$ cat config.mk
export PLATFORM = sky130hd
export DESIGN_NAME = mips_subset_instruction_decoder
export DESIGN_NICKNAME = d
export VERILOG_FILES = /design/src/rtl/core/mipsdec_pkg.sv /design/src/rtl/core/mipsdec_match.sv /design/src/rtl/core/mipsdec_operands.sv /design/src/rtl/core/mips_subset_instruction_decoder.sv
export SDC_FILE = /design/constraint.sdc
export NUM_CORES = 1
export LEC_CHECK = 0
export BUFFER_PORTS_ARGS = -buffer_cell sky130_fd_sc_hd__buf_2
export CORE_UTILIZATION = 47
export CTS_CLUSTER_DIAMETER = 40
export CTS_CLUSTER_SIZE = 25
export DETAILED_ROUTE_END_ITERATION = 8
export PLACE_DENSITY = 0.75
export SYNTH_ARGS = -nofsm -noshare
export SYNTH_HDL_FRONTEND = slang
export SYNTH_HIERARCHICAL = 1
export SYNTH_SLANG_ARGS = --single-unit
$ cat constraint.sdc
create_clock -name clk -period 11.6 [get_ports clk]
set_input_delay 1.16 -clock clk [delete_from_list [all_inputs] [get_ports clk]]
set_output_delay 1.16 -clock clk [all_outputs]
set_load 0.05 [all_outputs]
$ cat src/rtl/core/mipsdec_pkg.sv
// Package for the MIPS subset instruction decoder.
// Holds the transfer payload types, format and class codes, and the opcode table.
// Depends on nothing; every module of the decoder imports it.
package mipsdec_pkg;

  localparam int unsigned NUM_ENTRIES = 27;

  // Instruction formats.
  localparam logic [1:0] FMT_R = 2'd0;
  localparam logic [1:0] FMT_I = 2'd1;
  localparam logic [1:0] FMT_J = 2'd2;

  // Operand classes.
  localparam logic [3:0] CL_R_ARITH  = 4'd0;
  localparam logic [3:0] CL_R_SHAMT  = 4'd1;
  localparam logic [3:0] CL_R_JUMP   = 4'd2;
  localparam logic [3:0] CL_R_LOGIC  = 4'd3;
  localparam logic [3:0] CL_I_ARITH  = 4'd4;
  localparam logic [3:0] CL_I_BRANCH = 4'd5;
  localparam logic [3:0] CL_I_LOAD   = 4'd6;
  localparam logic [3:0] CL_I_LOGIC  = 4'd7;
  localparam logic [3:0] CL_I_MEM    = 4'd8;
  localparam logic [3:0] CL_J_JUMP   = 4'd9;

  // Table positions, in table order.
  localparam logic [4:0] IDX_ADD   = 5'd0;
  localparam logic [4:0] IDX_ADDU  = 5'd1;
  localparam logic [4:0] IDX_SUB   = 5'd2;
  localparam logic [4:0] IDX_SUBU  = 5'd3;
  localparam logic [4:0] IDX_ADDI  = 5'd4;
  localparam logic [4:0] IDX_ADDIU = 5'd5;
  localparam logic [4:0] IDX_SLL   = 5'd6;
  localparam logic [4:0] IDX_SRL   = 5'd7;
  localparam logic [4:0] IDX_BEQ   = 5'd8;
  localparam logic [4:0] IDX_BNE   = 5'd9;
  localparam logic [4:0] IDX_J     = 5'd10;
  localparam logic [4:0] IDX_JR    = 5'd11;
  localparam logic [4:0] IDX_LUI   = 5'd12;
  localparam logic [4:0] IDX_AND   = 5'd13;
  localparam logic [4:0] IDX_OR    = 5'd14;
  localparam logic [4:0] IDX_XOR   = 5'd15;
  localparam logic [4:0] IDX_ANDI  = 5'd16;
  localparam logic [4:0] IDX_ORI   = 5'd17;
  localparam logic [4:0] IDX_XORI  = 5'd18;
  localparam logic [4:0] IDX_LB    = 5'd19;
  localparam logic [4:0] IDX_LH    = 5'd20;
  localparam logic [4:0] IDX_LW    = 5'd21;
  localparam logic [4:0] IDX_LBU   = 5'd22;
  localparam logic [4:0] IDX_LHU   = 5'd23;
  localparam logic [4:0] IDX_SB    = 5'd24;
  localparam logic [4:0] IDX_SH    = 5'd25;
  localparam logic [4:0] IDX_SW    = 5'd26;

  // Opcodes.
  localparam logic [5:0] OP_SPECIAL = 6'h00;
  localparam logic [5:0] OP_J       = 6'h02;
  localparam logic [5:0] OP_BEQ     = 6'h04;
  localparam logic [5:0] OP_BNE     = 6'h05;
  localparam logic [5:0] OP_ADDI    = 6'h08;
  localparam logic [5:0] OP_ADDIU   = 6'h09;
  localparam logic [5:0] OP_ANDI    = 6'h0c;
  localparam logic [5:0] OP_ORI     = 6'h0d;
  localparam logic [5:0] OP_XORI    = 6'h0e;
  localparam logic [5:0] OP_LUI     = 6'h0f;
  localparam logic [5:0] OP_LB      = 6'h20;
  localparam logic [5:0] OP_LH      = 6'h21;
  localparam logic [5:0] OP_LW      = 6'h23;
  localparam logic [5:0] OP_LBU     = 6'h24;
  localparam logic [5:0] OP_LHU     = 6'h25;
  localparam logic [5:0] OP_SB      = 6'h28;
  localparam logic [5:0] OP_SH      = 6'h29;
  localparam logic [5:0] OP_SW      = 6'h2b;

  // Function codes of opcode-zero instructions.
  localparam logic [5:0] FN_SLL  = 6'h00;
  localparam logic [5:0] FN_SRL  = 6'h02;
  localparam logic [5:0] FN_JR   = 6'h08;
  localparam logic [5:0] FN_ADD  = 6'h20;
  localparam logic [5:0] FN_ADDU = 6'h21;
  localparam logic [5:0] FN_SUB  = 6'h22;
  localparam logic [5:0] FN_SUBU = 6'h23;
  localparam logic [5:0] FN_AND  = 6'h24;
  localparam logic [5:0] FN_OR   = 6'h25;
  localparam logic [5:0] FN_XOR  = 6'h26;

  // Access property bytes.
  localparam logic [7:0] PROP_NONE   = 8'h00;
  localparam logic [7:0] PROP_FLOW   = 8'h01;
  localparam logic [7:0] PROP_LB     = 8'h12;
  localparam logic [7:0] PROP_LH     = 8'h16;
  localparam logic [7:0] PROP_LW     = 8'h1a;
  localparam logic [7:0] PROP_LBU    = 8'h10;
  localparam logic [7:0] PROP_LHU    = 8'h14;
  localparam logic [7:0] PROP_SB     = 8'h81;
  localparam logic [7:0] PROP_SH     = 8'ha1;
  localparam logic [7:0] PROP_SW     = 8'hc1;

  localparam logic [31:0] LUI_SHIFT = 32'd16;
  localparam logic [31:0] PC_STEP   = 32'd4;

  typedef struct packed {
    logic [31:0] instr_word;
    logic [31:0] pc;
  } instr_item_t;

  typedef struct packed {
    logic        known;
    logic [4:0]  entry_index;
    logic [1:0]  format_kind;
    logic [3:0]  operand_class;
    logic [4:0]  rs_num;
    logic [4:0]  rt_num;
    logic [4:0]  rd_num;
    logic [25:0] first_operand;
    logic [31:0] second_operand;
    logic [15:0] branch_offset;
    logic [7:0]  access_props;
    logic [31:0] next_pc;
  } dec_item_t;

  // One table row as seen by the operand stage.
  typedef struct packed {
    logic       hit;
    logic [4:0] index;
    logic [1:0] fmt;
    logic [3:0] cls;
    logic [7:0] props;
  } match_t;

  function automatic match_t make_row(logic [4:0] idx, logic [1:0] fmt, logic [3:0] cls,
                                      logic [7:0] props);
    match_t r;
    r.hit   = 1'b1;
    r.index = idx;
    r.fmt   = fmt;
    r.cls   = cls;
    r.props = props;
    return r;
  endfunction

  // Opcode-zero words match on funct; all others on the opcode alone.
  function automatic match_t lookup_row(logic [5:0] opcode, logic [5:0] funct);
    match_t r;
    r = '0;
    if (opcode == OP_SPECIAL) begin
      case (funct)
        FN_ADD:  r = make_row(IDX_ADD,  FMT_R, CL_R_ARITH, PROP_NONE);
        FN_ADDU: r = make_row(IDX_ADDU, FMT_R, CL_R_ARITH, PROP_NONE);
        FN_SUB:  r = make_row(IDX_SUB,  FMT_R, CL_R_ARITH, PROP_NONE);
        FN_SUBU: r = make_row(IDX_SUBU, FMT_R, CL_R_ARITH, PROP_NONE);
        FN_SLL:  r = make_row(IDX_SLL,  FMT_R, CL_R_SHAMT, PROP_NONE);
        FN_SRL:  r = make_row(IDX_SRL,  FMT_R, CL_R_SHAMT, PROP_NONE);
        FN_JR:   r = make_row(IDX_JR,   FMT_R, CL_R_JUMP,  PROP_FLOW);
        FN_AND:  r = make_row(IDX_AND,  FMT_R, CL_R_LOGIC, PROP_NONE);
        FN_OR:   r = make_row(IDX_OR,   FMT_R, CL_R_LOGIC, PROP_NONE);
        FN_XOR:  r = make_row(IDX_XOR,  FMT_R, CL_R_LOGIC, PROP_NONE);
        default: r = '0;
      endcase
    end else begin
      case (opcode)
        OP_ADDI:  r = make_row(IDX_ADDI,  FMT_I, CL_I_ARITH,  PROP_NONE);
        OP_ADDIU: r = make_row(IDX_ADDIU, FMT_I, CL_I_ARITH,  PROP_NONE);
        OP_BEQ:   r = make_row(IDX_BEQ,   FMT_I, CL_I_BRANCH, PROP_FLOW);
        OP_BNE:   r = make_row(IDX_BNE,   FMT_I, CL_I_BRANCH, PROP_FLOW);
        OP_J:     r = make_row(IDX_J,     FMT_J, CL_J_JUMP,   PROP_FLOW);
        OP_LUI:   r = make_row(IDX_LUI,   FMT_I, CL_I_LOAD,   PROP_NONE);
        OP_ANDI:  r = make_row(IDX_ANDI,  FMT_I, CL_I_LOGIC,  PROP_NONE);
        OP_ORI:   r = make_row(IDX_ORI,   FMT_I, CL_I_LOGIC,  PROP_NONE);
        OP_XORI:  r = make_row(IDX_XORI,  FMT_I, CL_I_LOGIC,  PROP_NONE);
        OP_LB:    r = make_row(IDX_LB,    FMT_I, CL_I_MEM,    PROP_LB);
        OP_LH:    r = make_row(IDX_LH,    FMT_I, CL_I_MEM,    PROP_LH);
        OP_LW:    r = make_row(IDX_LW,    FMT_I, CL_I_MEM,    PROP_LW);
        OP_LBU:   r = make_row(IDX_LBU,   FMT_I, CL_I_MEM,    PROP_LBU);
        OP_LHU:   r = make_row(IDX_LHU,   FMT_I, CL_I_MEM,    PROP_LHU);
        OP_SB:    r = make_row(IDX_SB,    FMT_I, CL_I_MEM,    PROP_SB);
        OP_SH:    r = make_row(IDX_SH,    FMT_I, CL_I_MEM,    PROP_SH);
        OP_SW:    r = make_row(IDX_SW,    FMT_I, CL_I_MEM,    PROP_SW);
        default:  r = '0;
      endcase
    end
    return r;
  endfunction

endpackage

$ cat src/rtl/core/mipsdec_match.sv
// Opcode/funct table match for the MIPS subset decoder.
// Depends on mipsdec_pkg for the table function and the match_t type.
module mipsdec_match import mipsdec_pkg::*; (
  input  logic [31:0] instr_word,
  output match_t      row
);

  assign row = lookup_row(instr_word[31:26], instr_word[5:0]);

endmodule

$ cat src/rtl/core/mipsdec_operands.sv
// Immediate operand selection for the MIPS subset decoder.
// Depends on mipsdec_pkg for the class codes and the match_t type.
module mipsdec_operands import mipsdec_pkg::*; (
  input  logic [31:0] instr_word,
  input  match_t      row,
  output logic [25:0] first_operand,
  output logic [31:0] second_operand,
  output logic [15:0] branch_offset
);

  logic [15:0] imm;

  assign imm = instr_word[15:0];

  always_comb begin
    first_operand  = '0;
    second_operand = '0;
    branch_offset  = '0;
    if (row.hit) begin
      case (row.cls)
        CL_R_SHAMT: first_operand = {21'd0, instr_word[10:6]};
        CL_I_ARITH: begin
          // Only addi sign-extends; addiu takes the raw immediate.
          if (row.index == IDX_ADDI) second_operand = {{16{imm[15]}}, imm};
          else                       second_operand = {16'd0, imm};
        end
        CL_I_BRANCH: branch_offset = imm;
        CL_I_LOAD: begin
          first_operand  = {10'd0, imm};
          second_operand = LUI_SHIFT;
        end
        CL_I_LOGIC, CL_I_MEM: second_operand = {16'd0, imm};
        CL_J_JUMP: first_operand = instr_word[25:0];
        default: begin
          first_operand  = '0;
          second_operand = '0;
          branch_offset  = '0;
        end
      endcase
    end
  end

endmodule

$ cat src/rtl/core/mips_subset_instruction_decoder.sv
// MIPS subset instruction decoder, top level.
// Depends on mipsdec_pkg, mipsdec_match and mipsdec_operands.
//
// The decoder takes one instruction word and its PC per transfer on the instr channel and
// returns one decoded item per transfer on the dec channel, in order. It sustains one
// transfer per cycle in steady state while the dec channel does not stall. An accepted
// instruction passes from the input register through the table match and operand
// selection into the result register, which presents it on the dec channel. While a
// finished result waits on a stalled dec channel, the input register still takes one
// more item, so up to two items are held inside. A word that matches none of the 27
// table entries comes out with known low and all table-derived fields zero; the
// register number fields and next_pc are always filled in.
module mips_subset_instruction_decoder import mipsdec_pkg::*; (
  input  logic        clk,
  input  logic        rst,
  input  logic        instr_valid,
  output logic        instr_stall,
  input  instr_item_t instr,
  output logic        dec_valid,
  input  logic        dec_stall,
  output dec_item_t   dec
);

  // Input register stage.
  logic        s1_valid;
  instr_item_t s1;
  logic        s1_go;

  // Decode logic between the two registers.
  match_t      row;
  logic [25:0] first_operand;
  logic [31:0] second_operand;
  logic [15:0] branch_offset;
  dec_item_t   dec_next;

  // The result register can take a new item when it is empty or its item leaves this cycle.
  assign s1_go       = !dec_valid || !dec_stall;
  assign instr_stall = s1_valid && !s1_go;

  always_ff @(posedge clk) begin
    if (rst) begin
      s1_valid <= 1'b0;
    end else if (!instr_stall) begin
      s1_valid <= instr_valid;
    end
  end

  always_ff @(posedge clk) begin
    if (instr_valid && !instr_stall) begin
      s1 <= instr;
    end
  end

  mipsdec_match u_match (
    .instr_word (s1.instr_word),
    .row        (row)
  );

  mipsdec_operands u_operands (
    .instr_word     (s1.instr_word),
    .row            (row),
    .first_operand  (first_operand),
    .second_operand (second_operand),
    .branch_offset  (branch_offset)
  );

  // An unmatched row is all zeros, so the table fields need no further masking.
  always_comb begin
    dec_next.known          = row.hit;
    dec_next.entry_index    = row.index;
    dec_next.format_kind    = row.fmt;
    dec_next.operand_class  = row.cls;
    dec_next.rs_num         = s1.instr_word[25:21];
    dec_next.rt_num         = s1.instr_word[20:16];
    dec_next.rd_num         = s1.instr_word[15:11];
    dec_next.first_operand  = first_operand;
    dec_next.second_operand = second_operand;
    dec_next.branch_offset  = branch_offset;
    dec_next.access_props   = row.props;
    dec_next.next_pc        = s1.pc + PC_STEP;
  end

  // Result register.
  always_ff @(posedge clk) begin
    if (rst) begin
      dec_valid <= 1'b0;
    end else if (s1_go) begin
      dec_valid <= s1_valid;
    end
  end

  always_ff @(posedge clk) begin
    if (s1_go && s1_valid) begin
      dec <= dec_next;
    end
  end

  // The input side only stalls while an item is parked in the input register.
  a_stall_has_item: assert property (@(posedge clk) disable iff (rst)
    instr_stall |-> s1_valid)
    else $error("instr_stall raised with an empty input register");

  // An item that moves out of the input register is presented on the next cycle.
  a_advance_shows: assert property (@(posedge clk) disable iff (rst)
    (s1_valid && s1_go) |=> dec_valid)
    else $error("advanced item not presented on dec");

  // The presented next_pc belongs to the item that moved forward.
  a_next_pc: assert property (@(posedge clk) disable iff (rst)
    (s1_valid && s1_go) |=> (dec.next_pc == $past(s1.pc) + PC_STEP))
    else $error("next_pc does not follow the advanced item's pc");

endmodule

==> metrics.txt, run 1 <==
GR Util met1 0.225; Final min period 3.08 ns; Leak Pwr 0.00395 uW; Top delay family on crit path compound AO/OA/AOI/OAI gates; DRT iter0 DRCs 267; Yosys reg bits 207; kind of critical path reg2reg; DRC viols 0; pwr/cell area 196 mW/mm^2; Die Y 134 um; Fmax achieved 0.325 GHz; die area 0.0179 sq mm; Critical Path, Cell by Cell a21bo_2 > a2111o_1 > o21ai_0 > a21o_1 > nand3b_1 > nor2_1 > and2_1; Slew headroom 0.378; Max VDD drop 0.000131 V; RSZ-0062 raised after global routing false; Final HPWL DP 11200 um; Post-Route Skew 0.0181 ns; Longest Clk Path Bufs 3; DRT Wirelength 16300 um; core area 0.0168 sq mm; CP max stage delay 0.57 ns; post-CTS setup buffers 0; Nets 803; Vias/cell 5.10; crit path capture type flop; gr ovfl total 0; Routed WL per cell 16.8 um; Worst-Margin Slew 0.933 ns; crit path DAT 3.48 ns; critical path startpoint category flop; Syn Area/Cell 16.0 sq um; clk sinks 207; Max Cap Viol 0; syn nets 584; CTS Buf Count 30; share of layout cells above drive strength 1 0.386; EDFF count, synth 205; first-pass GRT wire length 25600 um; largest net degree at the start of global routing 79; Synth Instances 509; endpoints failing hold 0; period utilization 0.266; via count 4965; setup tns final 0 ns; Final Max Slew Viols 0; Antenna Nets Post-Route 0; register area share after synthesis 0.760; Reg clk slew, reported paths 0.06 ns; Critical Path Fanout Max 20; # port buffers 210; Post-Syn Area 0.00815 sq mm; Rows 47; Skew-Pair Late Insertion Delay 0.54 ns; Initial Util 0.486; Hold Crit Class reg2reg; I/O Pins 211; Pre-antenna DRT Iters 4; Main synth FF type edfxtp_1; initial antenna violation count 5; htree depth 1; Buf/Inv on CP 0; CTS Hold Bufs 0; WP data required 12.00 ns; met3 Use GR 0.0632; outcome finished, final reports clean; Max stage delay cell, worst path a21o_1; async set-or-reset flop fraction in the synthesized netlist 0; GPL Wtd Cong 0.892; TritonCTS clock tree done; clk root buf clkbuf_16; GRT Total Usage 0.186; Syn-to-layout area delta 29.3%; GRT Max-Usage Layer met2; Setup-failing EPs final 0; vias in the first global route 4971; Synth Warn # 6; GR Layer Usage met2 0.316; die width 134 um; Tot Pwr 2070 uW; CTS resizes 0; Distinct cells, synth 63
## registers in the layout, summed over array words and instances (netlist names)
signal,count
dec_valid,1
s1_valid,1
dec,141
dec_next,15
s1,49
## final timing paths
check | from | end | cells after the start | slack, ns
setup / recovery | s1[37] | dec[111] | 7 | 8.52
hold / removal | s1[1] | dec[1] | 0 | 0.42
setup reg to reg | s1[37] | dec[111] | 7 | 8.52
hold reg to reg | s1[1] | dec[1] | 0 | 0.42
## worst reg2reg max path: stages (launching register included)
cell,delay (ns)
edfxtp_1,0.55
a21bo_2,0.27
a2111o_1,0.44
o21ai_0,0.16
a21o_1,0.57
nand3b_1,0.18
nor2_1,0.56
and2_1,0.24
## synthesized netlist by cell type, types with 2 or more instances
cell type | n | area, sq um
nand3b_1 | 5 | 37.5
o21ai_0 | 7 | 35.0
xnor2_1 | 19 | 166
ha_1 | 7 | 87.6
dfxtp_1 | 2 | 40.0
nor3b_1 | 5 | 37.5
nor3_1 | 6 | 30.0
xor2_1 | 11 | 96.3
a31oi_1 | 4 | 25.0
buf_4 | 17 | 128
nand2b_1 | 4 | 25.0
nor4_4 | 2 | 42.5
nor4b_1 | 2 | 17.5
clkbuf_1 | 2 | 7.51
nand2_1 | 32 | 120
buf_6 | 3 | 33.8
inv_1 | 10 | 37.5
and2_1 | 16 | 100
o211ai_1 | 2 | 15.0
nor2b_1 | 5 | 31.3
o22ai_1 | 5 | 31.3
edfxtp_1 | 205 | 6160
and3_1 | 6 | 37.5
a21oi_1 | 5 | 25.0
nand3_1 | 15 | 75.1
o2111ai_1 | 2 | 17.5
a21boi_0 | 2 | 15.0
nor2_1 | 56 | 210
nand4b_1 | 3 | 26.3
buf_2 | 5 | 25.0
nand4_1 | 9 | 56.3
and2b_1 | 3 | 22.5
or3_1 | 2 | 12.5
## cell families (layout without fill, tap and decap cells)
kind of cell             count (synthesis)  after routing  share of synthesized area
flip-flops                             207            207                      0.760
adder cells (fa/ha/maj)                  8              8                     0.0120
AND/OR/NAND/NOR                        184            184                      0.126
other                                    0              2                          0
buffers and inverters                   38            281                     0.0289
AO/OA/AOI/OAI                           42             42                     0.0405
XOR/XNOR                                30             30                     0.0322
## metrics by stage
stage	setup WS [ns]	hold WS, ns	util	cell area, sq um	instances
finish	8.52	0.417	0.629	10500	974
detailed placement	8.25	0.408	0.557	9340	916
CTS	8.45	0.419	0.628	10500	972
global placement	8.31	0.407	0.557	9340	916
floorplan	3.13	0.400	-	8150	509
global route	8.20	0.426	0.628	10500	972
## layout make-up
type / count / area, sq um
Fill cell: 1214 / 6220
Inverter: 11 / 41.3
Timing Repair Buffer: 214 / 1080
Clock inverter: 25 / 417
Antenna cell: 2 / 5.00
Sequential cell: 207 / 6200
Multi-Input combinational cell: 264 / 1740
Tap cell: 220 / 275
Clock buffer: 31 / 776
## routing by layer
layer	up-vias	wire length, um	share of wire
met5	-	37	0.0023
met4	6	312	0.019
met3	34	1610	0.099
met2	256	7960	0.49
met1	2324	6410	0.39
li1	2345	-	-
## cells in the final DEF, fill, tap and decap left out, types with 9 or more instances in the layout
cell type / instances
and2_1: 16
buf_2: 210
clkbuf_16: 31
clkinv_8: 12
edfxtp_1: 205
inv_1: 10
nand2_1: 32
nand3_1: 15
nand4_1: 9
nor2_1: 56
xnor2_1: 19
xor2_1: 11
## power by group
group	switching [uW]	leakage, uW	total (uW)	internal, uW
Combinational	137	0.00147	177	39.7
Sequential	22.6	0.00192	889	866
Clock	388	0.000563	1000	613
Total	548	0.00395	2070	1520
(Power assumes the default switching activity.)
==> run 2: changes to the inputs <==
Settings changed: CORE_UTILIZATION 47 to 53, PLACE_DENSITY 0.75 to 0.8.
Clock period 11.6 ns to 3.15 ns, I/O delays scaled along.
==> run 2 against run 1 <==
- global-route usage grew 4.6 points
- register-to-register slack lost 8.4 ns
- design area grew 4.0%
- worst hold slack lost 0.38 ns
- setup slack lost 8.4 ns
- utilization grew 11 points
- wire length grew 11%
- total power grew to 3.4 times the previous value
- first-iteration DRC count grew 21%
- largest power group is now registers
==> metrics.txt, run 2 (same netlist as run 1, synthesis figures left out) <==
vias in the first global route 5428 (was 4971); Max Cap Viol 0 (unchanged); period utilization 0.952 (was 0.266); RSZ-0062 raised after global routing false (unchanged); setup tns final 0 ns (unchanged); die width 126 um (was 134 um); Longest Clk Path Bufs 3 (unchanged); CTS resizes 0 (unchanged); initial antenna violation count 0 (was 5); Final HPWL DP 11400 um (was 11200 um); Critical Path Fanout Max 7 (was 20); commonest non-fill, non-tap cell in the layout buf_2 (unchanged); max reg flops 141 (unchanged); Vias/cell 5.35 (was 5.10); largest net degree at the start of global routing 65 (was 79); Pre-antenna DRT Iters 5 (was 4); Skew-Pair Late Insertion Delay 0.52 ns (was 0.54 ns); Antenna Nets Post-Route 0 (unchanged); kind of critical path reg2reg (unchanged); Initial Util 0.552 (was 0.486); Routed WL per cell 18.2 um (was 16.8 um); Critical Path, Cell by Cell inv_1 > ha_1 > nand2b_1 > a2111oi_0 > nand2_1 > o211ai_1 > inv_2 > or4_4 > o22ai_1 (was a21bo_2 > a2111o_1 > o21ai_0 > a21o_1 > nand3b_1 > nor2_1 > and2_1); Final Max Slew Viols 0 (unchanged); DRC viols 0 (unchanged); # port buffers 210 (unchanged); gr ovfl total 0 (unchanged); I/O Pins 211 (unchanged); Slew headroom 0.405 (was 0.378); Comb pwr share 0.104 (was 0.085); Sw Pwr 1830 uW (was 548 uW); core area 0.0148 sq mm (was 0.0168 sq mm); CTS Buf Count 27 (was 30); Worst-Margin Slew 0.892 ns (was 0.933 ns); Rows 44 (was 47); clk sinks 207 (unchanged); Post-Route Skew 0.0116 ns (was 0.0181 ns); DP Area 0.00936 sq mm (was 0.00934 sq mm); Setup-failing EPs final 0 (unchanged); Syn-to-layout area delta 34.4% (was 29.3%); design area 0.0110 sq mm (was 0.0105 sq mm); via count 5350 (was 4965); antenna cell count 0 (was 2); Fmax achieved 0.334 GHz (was 0.325 GHz); Reg clk slew, reported paths 0.06 ns (about the same); Max VDD drop 0.000451 V (was 0.000131 V); WP data required 3.50 ns (was 12.00 ns); Reg power frac 0.461 (was 0.430); largest reg by FF count dec (unchanged); crit path capture type flop (unchanged); die area 0.0159 sq mm (was 0.0179 sq mm); GPL Wtd Cong 0.895 (was 0.892); share of layout cells above drive strength 1 0.352 (was 0.386); Clk pwr share 0.436 (was 0.485); Max stage delay cell, worst path a2111oi_0 (was a21o_1); Leak Pwr 0.00414 uW (was 0.00395 uW); clk root buf clkbuf_16 (unchanged); endpoints failing hold 0 (unchanged); first-pass GRT wire length 28400 um (was 25600 um); most frequent cells in the layout buf_2, edfxtp_1, dlygate4sd3_1, nor2_1, nand2_1 (was buf_2, edfxtp_1, nor2_1, nand2_1, clkbuf_16); GRT Total Usage 0.232 (was 0.186); DRT Wirelength 18200 um (was 16300 um); CP max stage delay 0.64 ns (was 0.57 ns); DRT iter0 DRCs 322 (was 267); filler cell count 913 (was 1214); outcome finished, final reports clean (unchanged); Hold Crit Class in2reg (was reg2reg); Nets 870 (was 803); Final min period 3.00 ns (was 3.08 ns); Die Y 126 um (was 134 um); htree depth 1 (unchanged); crit path DAT 3.35 ns (was 3.48 ns); TritonCTS clock tree done (unchanged); critical path startpoint category flop (unchanged); pwr/cell area 648 mW/mm^2 (was 196 mW/mm^2); Sw Ratio 0.258 (was 0.265); P_int 5270 uW (was 1520 uW)
## run 2: final timing paths
kind                                  start  endpoint  slack (ns)  cells after the start
worst max-delay path                 s1[58]   dec[89]        0.15                      9
worst min-delay path            instr_valid  s1_valid        0.03                      3
worst max register to register       s1[58]   dec[89]        0.15                      9
worst min register to register        s1[1]    dec[1]        0.42                      0
## run 2: per-layer routing
layer	part of all wire	global-route usage	up-vias
li1	-	-	2477
met3	0.084	0.0573	42
met1	0.38	0.282	2549
met5	0	0	-
met2	0.51	0.404	282
met4	0.025	0.0794	0
## run 2: layout make-up
cell class	count	area (sq um)	area share
clock buffers	28	679	0.0620
clock inverters	22	265	0.0242
inverters	11	41.3	0.00377
multi-input cells	264	1740	0.159
flip-flops and latches	207	6200	0.566
well taps	184	230	0.0210
repair buffers	284	1790	0.164
## run 2: stage by stage
step	power, uW	utilization	setup WS, ns	instances	hold WS [ns]
CTS	7140	0.742	0.186	1000	0.00821
finish	7100	0.742	0.152	1000	0.0344
floorplan	3800	-	-0.0523	509	0.378
global placement	3970	0.634	0.415	885	0.404
detailed placement	3990	0.634	0.223	885	0.406
global route	7310	0.742	0.0164	1000	0.0356
## run 2: repair_timing
item                                   CTS  global route
hold buffers                            65             0
buffers inserted                         0             0
endpoints found under the hold margin   66             0
setup endpoints to repair                0             0
## run 2: worst max-delay path: cells and delay by family, from the launching register on
family	cells	cell delay (ns)
buffers and inverters	2	0.29
AOI/OAI and AO/OA	3	1.14
DFF	1	0.45
adders and majority gates	1	0.20
and+or+nand+nor	3	0.76
## run 2: power by group through the flow
stage	Clock, uW	Sequential [uW]	Combinational, uW
after floorplan	0	3630	168
after global placement	0	3320	656
after detailed placement	0	3320	666
after CTS	3140	3270	732
after global routing	3250	3290	772
final	3090	3270	736
